<file path="config.mk">
export PLATFORM = sky130hd
export DESIGN_NAME = mcop_front
export DESIGN_NICKNAME = d
export VERILOG_FILES = /design/src/rtl/mcop_pkg.sv /design/src/rtl/mcop_front.sv
export SDC_FILE = /design/constraint.sdc
export NUM_CORES = 1
export LEC_CHECK = 0
export ABC_AREA = 0
export BUFFER_PORTS_ARGS = -buffer_cell sky130_fd_sc_hd__buf_2
export CELL_PAD_IN_SITES_DETAIL_PLACEMENT = 0
export CELL_PAD_IN_SITES_GLOBAL_PLACEMENT = 1
export CORE_MARGIN = 10
export CORE_UTILIZATION = 52
export CTS_CLUSTER_DIAMETER = 120
export DETAILED_ROUTE_END_ITERATION = 8
export PLACE_DENSITY = 0.79
export REMOVE_ABC_BUFFERS = 1
export SKIP_CTS_REPAIR_TIMING = 1
export SYNTH_ARGS = -nofsm -noshare
export SYNTH_HDL_FRONTEND = slang
export SYNTH_SLANG_ARGS = --single-unit
</file>
<file path="constraint.sdc">
create_clock -name clk -period 5.4 [get_ports clk]
set_input_delay 0.54 -clock clk [delete_from_list [all_inputs] [get_ports clk]]
set_output_delay 0.54 -clock clk [all_outputs]
set_load 0.01 [all_outputs]
</file>
<file path="src/rtl/mcop_pkg.sv">
// Shared types, constants and tables for the Monte Carlo option payoff mean block.
// No dependencies; used by every rtl module of the block.
`timescale 1ns / 1ps

package mcop_pkg;

  localparam int FRAC_BITS        = 16;
  localparam int SAMPLE_FRAC_BITS = 12;
  localparam int Q_W              = 32;
  localparam int SUM_W            = 64;
  localparam int SAMPLE_W         = 16;
  localparam int TOTAL_W          = 24;
  localparam int MODE_W           = 2;
  localparam int INDEX_W          = 3;

  localparam int MUL_A_W = 34;
  localparam int MUL_B_W = 32;
  localparam int PROD_W  = MUL_A_W + MUL_B_W;

  localparam int EXP_W  = 66 - FRAC_BITS;
  localparam int REM_W  = FRAC_BITS + 6;
  localparam int K_W    = 7;
  localparam int SH_W   = 8;
  localparam int TERM_W = 31;
  localparam int TSUM_W = 32;
  localparam int R30_W  = 30;
  localparam int TN_W   = 4;
  localparam int TAYLOR_TERMS = 12;
  localparam int WIDE_W = 35;

  localparam int ROOT_W = (33 + FRAC_BITS) / 2;
  localparam int SQ_W   = 2 * ROOT_W;

  localparam int LN2_Q = int'((64'd2977044472 + (64'd1 << (31 - FRAC_BITS)))
                              >> (32 - FRAC_BITS));
  localparam logic signed [EXP_W-1:0] EXP_HI = EXP_W'((33 - FRAC_BITS) * LN2_Q);
  localparam logic signed [EXP_W-1:0] EXP_LO = EXP_W'(-(FRAC_BITS + 2) * LN2_Q);

  localparam int QUEUE_DEPTH = 4;
  localparam int QPTR_W      = 2;

  localparam logic [INDEX_W-1:0] REG_SPOT     = 3'd0;
  localparam logic [INDEX_W-1:0] REG_STRIKE_A = 3'd1;
  localparam logic [INDEX_W-1:0] REG_STRIKE_B = 3'd2;
  localparam logic [INDEX_W-1:0] REG_VARIANCE = 3'd3;
  localparam logic [INDEX_W-1:0] REG_RATE     = 3'd4;
  localparam logic [INDEX_W-1:0] REG_EXPIRY   = 3'd5;
  localparam logic [INDEX_W-1:0] REG_MODE     = 3'd6;

  localparam logic [MODE_W-1:0] MODE_CALL    = 2'd0;
  localparam logic [MODE_W-1:0] MODE_PUT     = 2'd1;
  localparam logic [MODE_W-1:0] MODE_DIGITAL = 2'd2;

  typedef struct packed {
    logic [Q_W-1:0]        spot;
    logic [Q_W-1:0]        strike_a;
    logic [Q_W-1:0]        strike_b;
    logic [Q_W-1:0]        variance;
    logic signed [Q_W-1:0] rate;
    logic [Q_W-1:0]        expiry;
    logic [MODE_W-1:0]     mode;
  } cfg_t;

  typedef struct packed {
    logic [SAMPLE_W-1:0] zmag;
    logic                neg;
    logic                last;
  } item_t;

  typedef enum logic [4:0] {
    ST_IDLE, ST_RT, ST_RT_HOLD, ST_SQRT,
    ST_EXP_CHK, ST_EXP_RED, ST_EXP_MUL, ST_EXP_REC, ST_EXP_COR, ST_EXP_SCALE,
    ST_DRIFT_MUL, ST_DRIFT, ST_DISC, ST_ARG, ST_ARG_HOLD, ST_PATH_MUL, ST_ACC,
    ST_DIV_INIT, ST_DIV, ST_PRICE_MUL, ST_OUT
  } back_state_t;

  typedef enum logic [1:0] {
    RET_DRIFT, RET_DISC, RET_PATH
  } exp_ret_t;

  // floor(2^34 / n), with 2^34 - 1 for n = 1; one correction step fixes the quotient
  function automatic logic [MUL_A_W-1:0] recip_of(input logic [TN_W-1:0] n);
    logic [MUL_A_W-1:0] m;
    case (n)
      4'd1:    m = 34'd17179869183;
      4'd2:    m = 34'd8589934592;
      4'd3:    m = 34'd5726623061;
      4'd4:    m = 34'd4294967296;
      4'd5:    m = 34'd3435973836;
      4'd6:    m = 34'd2863311530;
      4'd7:    m = 34'd2454267026;
      4'd8:    m = 34'd2147483648;
      4'd9:    m = 34'd1908874353;
      4'd10:   m = 34'd1717986918;
      4'd11:   m = 34'd1561806289;
      4'd12:   m = 34'd1431655765;
      default: m = '0;
    endcase
    return m;
  endfunction

endpackage

</file>
<file path="src/rtl/mcop_front.sv">
// Input side: accepts samples, splits them into magnitude and sign, queues them.
// Depends on mcop_pkg.
`timescale 1ns / 1ps

module mcop_front (
  input  logic                             clk,
  input  logic                             rst,
  input  logic                             sample_valid,
  output logic                             sample_ready,
  input  logic signed [mcop_pkg::SAMPLE_W-1:0] normal_sample,
  input  logic                             last_sample,
  output logic                             item_valid,
  input  logic                             item_ready,
  output mcop_pkg::item_t                  item
);

  mcop_pkg::item_t                   queue [mcop_pkg::QUEUE_DEPTH];
  logic [mcop_pkg::QPTR_W-1:0]       wr_ptr;
  logic [mcop_pkg::QPTR_W-1:0]       rd_ptr;
  logic [mcop_pkg::QPTR_W:0]         fill;
  mcop_pkg::item_t                   incoming;
  logic                              push;
  logic                              pop;

  always_comb begin
    incoming.neg  = normal_sample[mcop_pkg::SAMPLE_W-1];
    incoming.zmag = normal_sample[mcop_pkg::SAMPLE_W-1] ? (~normal_sample + 1'b1)
                                                        : normal_sample;
    incoming.last = last_sample;
  end

  assign sample_ready = (fill != (mcop_pkg::QPTR_W + 1)'(mcop_pkg::QUEUE_DEPTH));
  assign item_valid   = (fill != '0);
  assign item         = queue[rd_ptr];
  assign push         = sample_valid && sample_ready;
  assign pop          = item_valid && item_ready;

  always_ff @(posedge clk) begin
    if (push) begin
      queue[wr_ptr] <= incoming;
    end
  end

  always_ff @(posedge clk) begin
    if (rst) begin
      wr_ptr <= '0;
      rd_ptr <= '0;
      fill   <= '0;
    end else begin
      if (push) begin
        wr_ptr <= wr_ptr + 1'b1;
      end
      if (pop) begin
        rd_ptr <= rd_ptr + 1'b1;
      end
      case ({push, pop})
        2'b10:   fill <= fill + 1'b1;
        2'b01:   fill <= fill - 1'b1;
        default: fill <= fill;
      endcase
    end
  end

endmodule

</file>
# --- Word level (Yosys, flattened, before mapping) ---
# Memory sizes are Yosys's and may differ from the RTL's. A register that Yosys moved wholly into a read port is not among the register bits.
# Index checks and enable logic that the tools add are counted.
classes:
  add_sub_neg: 5
  eq_ne: 3
  muxes: 6
  bitwise: 1
  n_reduce_logical: 4
op_table:
  columns: ["cell", "n"]
  rows:
  - ["$add A16 B1 Y16 const B", 1]
  - ["$mux W16", 1]
  - ["$not A16 Y16", 1]
  - ["$pmux W3 S2", 1]
  - ["$add A2 B1 Y2 const B", 2]
  - ["$mux W2", 2]
  - ["$add A3 B1 Y3 const B", 1]
  - ["$ne A3 B3 Y1 const B", 1]
  - ["$reduce_bool A3 Y1", 1]
  - ["$sub A3 B1 Y3 const B", 1]
  - ["$eq A2 B1 Y1 const B", 1]
  - ["$eq A2 B2 Y1 const B", 1]
  - ["$logic_and A1 B1 Y1", 2]
  - ["$mux W1", 2]
  - ["$reduce_bool A2 Y1", 1]
word_totals:
  ff_bits: 7
  mem_bits_rw: 72
  input_bits: 21
  output_inout_bits: 20
  elab_cells: 23
  memories: 1
mem_list:
  columns: ["memory", "words", "width", "rd", "rd_clocked_by_memory_dff", "write_ports", "line", "source"]
  rows:
  - ["queue", 4, 18, 1, 1, 1, "mcop_front.sv:17", "mcop_pkg::item_t queue [mcop_pkg::QUEUE_DEPTH];"]

# --- Longest topological paths before layout ---
# Gate-level depths: netlist of the first run.
depth:
  ltp_word: 4
  mapped_depth: 9
  depth_no_buf: 8

# --- Worst setup path before layout of the first run ---
# No wires, ideal clock.
synth_timing:
  path_type: "reg2reg"
  startpoint: "register fill[0] in the netlist's numbering"
  endpoint: "register fill[2] in the netlist's numbering"
  setup_ps: 70
  t_arrival_ps: 2145
  t_required_ps: 5330
  path_slack_ps: 3185
  path_stages_with_launch: 10
  n_path_buf: 1
  period_less_slack_ps: 2215
  path_cell_list: "dfxtp_1 > or3b_1 > clkbuf_1 > nand2_1 > ha_1 > inv_1 > fa_1 > xor2_1 > or3_1 > a21oi_1"
synth_via:
  elab_chain_cells: 4
  word_cells_on_any_way: 10
  classes_between: "2 x add/sub; 3 x eq/ne; 1 x mux; 4 x reduce/logical"
synth_rtl:
  columns: ["element", "line", "source"]
  rows:
  - ["start: declaration", "mcop_front.sv:20", "logic [mcop_pkg::QPTR_W:0] fill;"]
  - ["start signal: assignment", "mcop_front.sv:57", "2'b10: fill <= fill + 1'b1;"]
  - ["start signal: assignment", "mcop_front.sv:58", "2'b01: fill <= fill - 1'b1;"]
  - ["start signal: assignment", "mcop_front.sv:59", "default: fill <= fill;"]
  - ["$ne A3 B3 Y1 (*)", "mcop_front.sv:32", "assign sample_ready = (fill != (mcop_pkg::QPTR_W + 1)'(mcop_pkg::QUEUE_DEPTH));"]
  - ["via sample_ready", "mcop_front.sv:9", "output logic sample_ready,"]
  - ["$logic_and A1 B1 Y1 (*)", "mcop_front.sv:35", "assign push = sample_valid && sample_ready;"]
  - ["$eq A2 B1 Y1 or $eq A2 B2 Y1 (tied branches)", "mcop_front.sv:56", "case ({push, pop})"]
  - ["$pmux W3 S2 or $reduce_bool A2 Y1 (tied branches)", null, null]
# The timed path passes the listed nets; every way through them passes the cells marked *.
# A chain may end at the register's enable or synchronous reset.

==> results of run 1 <==
==> worst min path at each step <==
stage	end	slack, ps
detailed placement	rd_ptr[1]$_SDFFE_PP0P_	530
finish	queue[3][0]$_DFFE_PP_	420
global route	queue[3][0]$_DFFE_PP_	420
CTS	queue[1][0]$_DFFE_PP_	410
global placement	fill[2]$_SDFFE_PP0P_	510
floorplan	fill[2]$_SDFFE_PP0P_	480
==> cells in the mapped netlist <==
| cell type | n |
|---|---|
| edfxtp_1 | 72 |
| mux4_2 | 18 |
| xor2_1 | 11 |
| nor2_1 | 10 |
| dfxtp_1 | 9 |
| inv_1 | 8 |
| a21oi_1 | 6 |
| ha_1 | 6 |
| xnor2_1 | 6 |
| and3_1 | 4 |
| a31oi_1 | 3 |
| a41oi_1 | 3 |
| buf_1 | 3 |
| nor3_1 | 3 |
| o21ai_0 | 3 |
| a21o_1 | 2 |
| nand2_1 | 2 |
| nand3_1 | 2 |
| or3_1 | 2 |
| a41o_1 | 1 |
| buf_2 | 1 |
| buf_4 | 1 |
| clkbuf_1 | 1 |
| clkbuf_2 | 1 |
| clkinv_1 | 1 |
| fa_1 | 1 |
| nand2b_1 | 1 |
| nand4_1 | 1 |
| nor4_1 | 1 |
| nor4_2 | 1 |
| nor4_4 | 1 |
| o311ai_0 | 1 |
| o31a_1 | 1 |
| o31ai_2 | 1 |
| o41ai_1 | 1 |
| or2_2 | 1 |
| or3b_1 | 1 |
| or4_1 | 1 |
==> layout make-up <==
class | instances | area [um2]
Clock buffer | 12 | 145
Inverter | 9 | 33.8
Fill cell | 451 | 2490
Tap cell | 77 | 96.3
Clock inverter | 4 | 45.0
Multi-Input combinational cell | 95 | 986
Sequential cell | 81 | 2340
Timing Repair Buffer | 41 | 208
==> cell families after synthesis <==
family          after synthesis  synth area share
fa+ha+maj                     7            0.0280
simple gates                 31            0.0538
xor+xnor                     17            0.0439
compound gates               22            0.0453
flops                        81             0.690
mux                          18             0.119
buf+inv                      16            0.0195
==> sequential cells by signal (all words and copies together), names as in the netlist, named ones only <==
signal,count
fill,3
queue,72
rd_ptr,2
wr_ptr,2
==> through the flow <==
step	power, mW	setup slack (ps)	instance area, um2	hold WS (ps)
after floorplan	1.08	3220	3360	476
after global placement	1.23	3130	3670	505
after detailed placement	1.24	3060	3670	525
after CTS	1.65	2680	3860	409
after global routing	1.72	2600	3860	417
final	1.63	2770	3860	418
==> power breakdown <==
| group | internal, mW | switching (mW) | leakage (nW) |
|---|---|---|---|
| Clock | 0.224 | 0.192 | 0.100 |
| Sequential | 0.762 | 0.0514 | 0.740 |
| Combinational | 0.200 | 0.199 | 0.503 |
| Total | 1.19 | 0.443 | 1.34 |
==> metal layers <==
layer | part of all wire | global-route usage | up-vias | wire length (um)
li1 | - | - | 846 | -
met1 | 0.44 | 0.147 | 892 | 2600
met2 | 0.50 | 0.209 | 32 | 2970
met3 | 0.052 | 0.0391 | 12 | 312
met4 | 0.014 | 0.0522 | 0 | 83
met5 | 0 | 0 | - | 0
==> key figures, run 1 <==
Global routing
  – Gr usage total: 0.126
  – Total gr overflow: 0
  – Pin count of the biggest net entering global routing: 19
  – Initial antenna violation count: 0
  – First-pass GRT wire length: 9.64 mm
  – Number of global-route vias before repair: 1963

Route
  – Avg WL per Cell: 18.7 um
  – 1st-pass router iterations: 4
  – Vias after detailed routing: 1782
  – Initial drt markers: 43
  – Post-Route WL: 5.97 mm
  – Routed Antenna Nets: 0
  – Vias per inst: 5.59
  – Drt drc: 0

Layout
  – Fin cells: 319
  – P&R area growth vs syn: 13.6%
  – Antenna diode count: 0
  – Commonest non-fill, non-tap cell in the layout: edfxtp_1
  – Final #Nets: 265
  – Share of layout cells above drive strength 1: 0.318
  – Most frequent cells in the layout: 72 x edfxtp_1, 40 x buf_2, 18 x mux4_2
  – Util after Layout: 0.607

Critical path
  – Worst setup path category: flip-flop to output port
  – Top delay family on crit path: flip-flops
  – R2R cell count: 8
  – Worst path depth: 3
  – Reg-to-reg slack, setup: 3110 ps
  – Reg2reg end: fill[2]$_SDFFE_PP0P_
  – Crit end category: output port
  – Crit Path Max Fanout: 11
  – Critical-path cell list: buf_4 > mux4_2 > buf_2
  – Buf/Inv on CP: 2
  – CP Launch Type: flip-flop
  – Crit path to: item[12]
  – Worst reg2reg path startpoint: fill[2]$_SDFFE_PP0P_
  – Max stage delay cell, worst path: dfxtp_1
  – CP Data Required Time: 4860 ps
  – Critical Path AT: 2090 ps
  – Slowest stage delay, CP: 690 ps

Clocking
  – TritonCTS Buffers: 9
  – Sink Count: 81
  – H-Tree Depth: 3
  – Worst-skew pair later-pin latency: 350 ps
  – CTS Buffer Depth: 2
  – TritonCTS clock tree: done
  – Reg clk slew, reported paths: 80 ps
  – CTS Root Buffer Type: clkbuf_8

Synth
  – Synth warn: 0
  – Synth area leader: edfxtp_1
  – Sequential area share after synthesis: 0.690
  – Syn Area/Cell: 17.7 um2
  – Synth top area cells: edfxtp_1 64%, mux4_2 12%, dfxtp_1 5.3%, xor2_1 2.8%, ha_1 2.2%
  – Post-synthesis cell count: 192
  – Post-Syn Area: 0.00339 mm2
  – Top-area cell type share of the netlist area: 0.637
  – Synth Register Bits: 81
  – Netlist cell types: 38

Die
  – Total die area: 0.0102 mm2
  – Core box area: 0.00635 mm2
  – Initial Util: 0.535
  – FP Rows: 29
  – IO Pins: 41
  – Die Span X: 101 um
  – Chip Height: 101 um

Run
  – Max Cap Viol: 0

Pwr
  – Cell area power density: 422 mW/mm2
  – Max VDD drop: 0.225 mV
  – Pleak: 1.34 nW

Status
  – Outcome: complete, no violations

STA
  – Worst-Margin Slew: 1010 ps
  – Final Hold Vio Count: 0
  – Final period util: 0.487
  – Worst slew margin: 0.324
  – Setup TNS: 0 ps
  – Final clock skew: 8.69 ps
  – Unrepaired setup endpoints after global routing: false
  – Tmin final: 2630 ps
  – Slew Limit Fails: 0
  – Final setup fails: 0
  – F_max: 380 MHz

Placed design
  – Inst Count DP: 303
  – Gpl congestion: 0.741
  – Port Buffers: 40
  – Detailed Place HPWL: 4.12 mm

Worst hold path
  – Min-Delay Path Class: input port to flip-flop
  – Hold depth: 1
  – Source of the worst hold timing path: last_sample
(Power assumes the default switching activity.)
==> run 2, diff against run 1 <==
- ABC_AREA: 0 -> 1
- CORE_UTILIZATION: 52 -> 41
- PLACE_DENSITY: 0.79 -> 0.71
- clock period: 5.4 -> 2.25 ns (I/O delays scaled with it)
==> run 2 against run 1 <==
Worst hold slack worse by 320 ps. Area after synthesis up 3.8%. Die area up 25%. Via count up 31%. Register-to-register slack worse by 2700 ps. Combinational power rose to 2.6 times the previous value. Routed wire length up 20%. Cell count up 50%. Critical path depth up 1. Final area up 4.8%. Utilization down 12 points. Critical path type unchanged. Highest routed layer unchanged.
==> key figures, run 2 <==
Route
  – Vias after detailed routing: 2338 (was 1782)
  – Post-Route WL: 7.20 mm (was 5.97 mm)
  – Met3 wire length: 254 um (was 312 um)
  – Initial drt markers: 81 (was 43)
  – Vias per inst: 4.87 (was 5.59)
  – Highest metal used: met4 (unchanged)
  – Drt drc: 0 (unchanged)
  – 1st-pass router iterations: 4 (unchanged)
  – Avg WL per Cell: 15.0 um (was 18.7 um)
  – Routed wl met2: 3.63 mm (was 2.97 mm)
  – M1 WL: 3.20 mm (was 2.60 mm)
  – Routed Antenna Nets: 0 (unchanged)

Critical path
  – Worst setup path category: flip-flop to output port (unchanged)
  – Critical Path AT: 1640 ps (was 2090 ps)
  – R2R cell count: 10 (was 8)
  – CP Launch Type: flip-flop (unchanged)
  – Crit end category: output port (unchanged)
  – Worst reg2reg path startpoint: fill[1]$_SDFFE_PP0P_ (was fill[2]$_SDFFE_PP0P_)
  – Critical-path cell list: inv_2 > o21ai_0 > o22ai_1 > buf_2 (was buf_4 > mux4_2 > buf_2)
  – Crit Path Max Fanout: 36 (was 11)
  – Max stage delay cell, worst path: inv_2 (was dfxtp_1)
  – Slowest stage delay, CP: 450 ps (was 690 ps)
  – Reg-to-reg slack, setup: 430 ps (was 3110 ps)
  – CP Data Required Time: 2030 ps (was 4860 ps)
  – Reg2reg end: fill[2]$_SDFFE_PP0P_ (unchanged)

Clocking
  – Worst-skew pair later-pin latency: 340 ps (was 350 ps)
  – Sink Count: 81 (unchanged)
  – TritonCTS Buffers: 9 (unchanged)
  – Reg clk slew, reported paths: 80 ps (about the same)
  – H-Tree Depth: 3 (unchanged)
  – CTS Buffer Depth: 2 (unchanged)
  – CTS Root Buffer Type: clkbuf_8 (unchanged)
  – TritonCTS clock tree: done (unchanged)

Layout
  – Fin cells: 480 (was 319)
  – Number of flip-flops in the largest register: 72 (unchanged)
  – Share of layout cells above drive strength 1: 0.184 (was 0.318)
  – P&R area growth vs syn: 14.7% (was 13.6%)
  – Top reg by flops: queue (unchanged)
  – Commonest non-fill, non-tap cell in the layout: edfxtp_1 (unchanged)
  – Antenna diode count: 0 (unchanged)
  – Regs by FF count: queue x72, fill x3 (unchanged)
  – Final #Nets: 398 (was 265)
  – Most frequent cells in the layout: 72 x edfxtp_1, 57 x nor2_1, 43 x o21ai_0 (was 72 x edfxtp_1, 40 x buf_2, 18 x mux4_2)

Synth
  – Synth Register Bits: 81 (unchanged)
  – Sequential area share after synthesis: 0.665 (was 0.690)
  – Post-Syn Area: 0.00352 mm2 (was 0.00339 mm2)
  – Netlist cell types: 23 (was 38)
  – Count leader, synth: edfxtp_1 (unchanged)
  – Post-synth ARST share: 0 (unchanged)
  – Synth warn: 0 (unchanged)
  – Post-synth EDFFs: 72 (unchanged)
  – Post-synthesis cell count: 322 (was 192)
  – Syn Area/Cell: 10.9 um2 (was 17.7 um2)
  – Top-area cell type share of the netlist area: 0.614 (was 0.637)
  – Main synth FF type: edfxtp_1 (unchanged)
  – Synth top area cells: edfxtp_1 61%, o21ai_0 6.1%, nor2_1 6.1%, dfxtp_1 5.1%, nand2_1 4.5% (was edfxtp_1 64%, mux4_2 12%, dfxtp_1 5.3%, xor2_1 2.8%, ha_1 2.2%)
  – Synth cell count leaders: 72 x edfxtp_1, 57 x nor2_1, 43 x o21ai_0 (was 72 x edfxtp_1, 18 x mux4_2, 11 x xor2_1)
  – Synth area leader: edfxtp_1 (unchanged)

Placed design
  – Detailed Place HPWL: 4.83 mm (was 4.12 mm)
  – Gpl congestion: 0.787 (was 0.741)
  – Port Buffers: 40 (unchanged)
  – Inst Count DP: 464 (was 303)

Global routing
  – Initial antenna violation count: 0 (unchanged)
  – First-pass GRT wire length: 11.8 mm (was 9.64 mm)
  – Number of global-route vias before repair: 2356 (was 1963)
  – Gr usage total: 0.115 (was 0.126)
  – Pin count of the biggest net entering global routing: 37 (was 19)
  – Total gr overflow: 0 (unchanged)

Status
  – Outcome: complete, no violations (unchanged)

Worst hold path
  – Hold depth: 1 (unchanged)
  – Source of the worst hold timing path: last_sample (unchanged)
  – Min-Delay Path Class: input port to flip-flop (unchanged)
  – Hold endpoint: queue[2][0]$_DFFE_PP_ (was queue[3][0]$_DFFE_PP_)

Die
  – Chip Height: 113 um (was 101 um)
  – Die Span X: 113 um (was 101 um)
  – Core box area: 0.00830 mm2 (was 0.00635 mm2)
  – Initial Util: 0.425 (was 0.535)
  – FP Rows: 33 (was 29)
  – Total die area: 0.0127 mm2 (was 0.0102 mm2)
  – IO Pins: 41 (unchanged)

STA
  – Slew Limit Fails: 0 (unchanged)
  – Worst slew margin: 0.599 (was 0.324)
  – Final period util: 0.830
  – Final Hold Vio Count: 0 (unchanged)
  – Final clock skew: 6.98 ps (was 8.69 ps)
  – Hold WS: 95.9 ps (was 418 ps)
  – Setup TNS: 0 ps (unchanged)
  – Unrepaired setup endpoints after global routing: false (unchanged)
  – Worst-Margin Slew: 600 ps (was 1010 ps)
  – Tmin final: 1870 ps
  – F_max: 535 MHz
  – Final setup fails: 0 (unchanged)

Pwr
  – Total Power: 3.91 mW (was 1.63 mW)
  – Pleak: 1.58 nW (was 1.34 nW)
  – Cell area power density: 969 mW/mm2 (was 422 mW/mm2)
  – Max VDD drop: 0.573 mV (was 0.225 mV)

Run
  – Max Cap Viol: 0 (unchanged)
run 2: metal layers:
layer | global-route usage | up-vias
met5 | 0 | -
met4 | 0.0499 | 0
met3 | 0.0211 | 11
met2 | 0.200 | 40
met1 | 0.135 | 1082
li1 | - | 1205
run 2: stage by stage:
step                       util  instance area (um2)  setup WS (ps)
final                     0.487                 4040            381
after global routing      0.487                 4040            216
after CTS                 0.487                 4040            321
after detailed placement  0.464                 3850            432
after global placement    0.464                 3850            513
after floorplan               -                 3460            399
run 2: how the worst max path moves through the flow:
| stage | to | from | depth (start not counted) |
|---|---|---|---|
| finish | item[13] | flip-flop | 4 |
| global route | fill[2]$_SDFFE_PP0P_ | fill[1]$_SDFFE_PP0P_ | 10 |
| CTS | item[13] | flip-flop | 4 |
| detailed placement | fill[2]$_SDFFE_PP0P_ | fill[1]$_SDFFE_PP0P_ | 10 |
| global placement | fill[2]$_SDFFE_PP0P_ | fill[1]$_SDFFE_PP0P_ | 10 |
| floorplan | queue[0][0]$_DFFE_PP_ | fill[1]$_SDFFE_PP0P_ | 4 |
run 2: worst max-delay path, delay by kind of cell (launching register included):
family                 cells  cell delay, ps
buffers and inverters      2             630
flip-flops                 1             330
AO/OA/AOI/OAI              2             350
run 2: logic make-up after synthesis:
group | share of synthesized area
simple gates | 0.132
flops | 0.665
compound gates | 0.111
buf+inv | 0.0508
fa+ha+maj | 0.0270
xor+xnor | 0.0149
run 2: report_power, final:
group          switching (mW)  internal, mW  total, mW  leakage, nW
logic                   0.675         0.360       1.04        0.747
clock network           0.484         0.512      0.996       0.0949
registers              0.0572          1.82       1.88        0.741
total                    1.22          2.70       3.91         1.58
run 2: final cells by class:
class / instances / area [um2]
multi-input combinational: 199 / 1000
tap: 105 / 131
clock inverter: 5 / 56.3
clock buffer: 11 / 131
fill: 763 / 4260
inverter: 31 / 116
sequential: 81 / 2340
timing repair buffer: 48 / 260
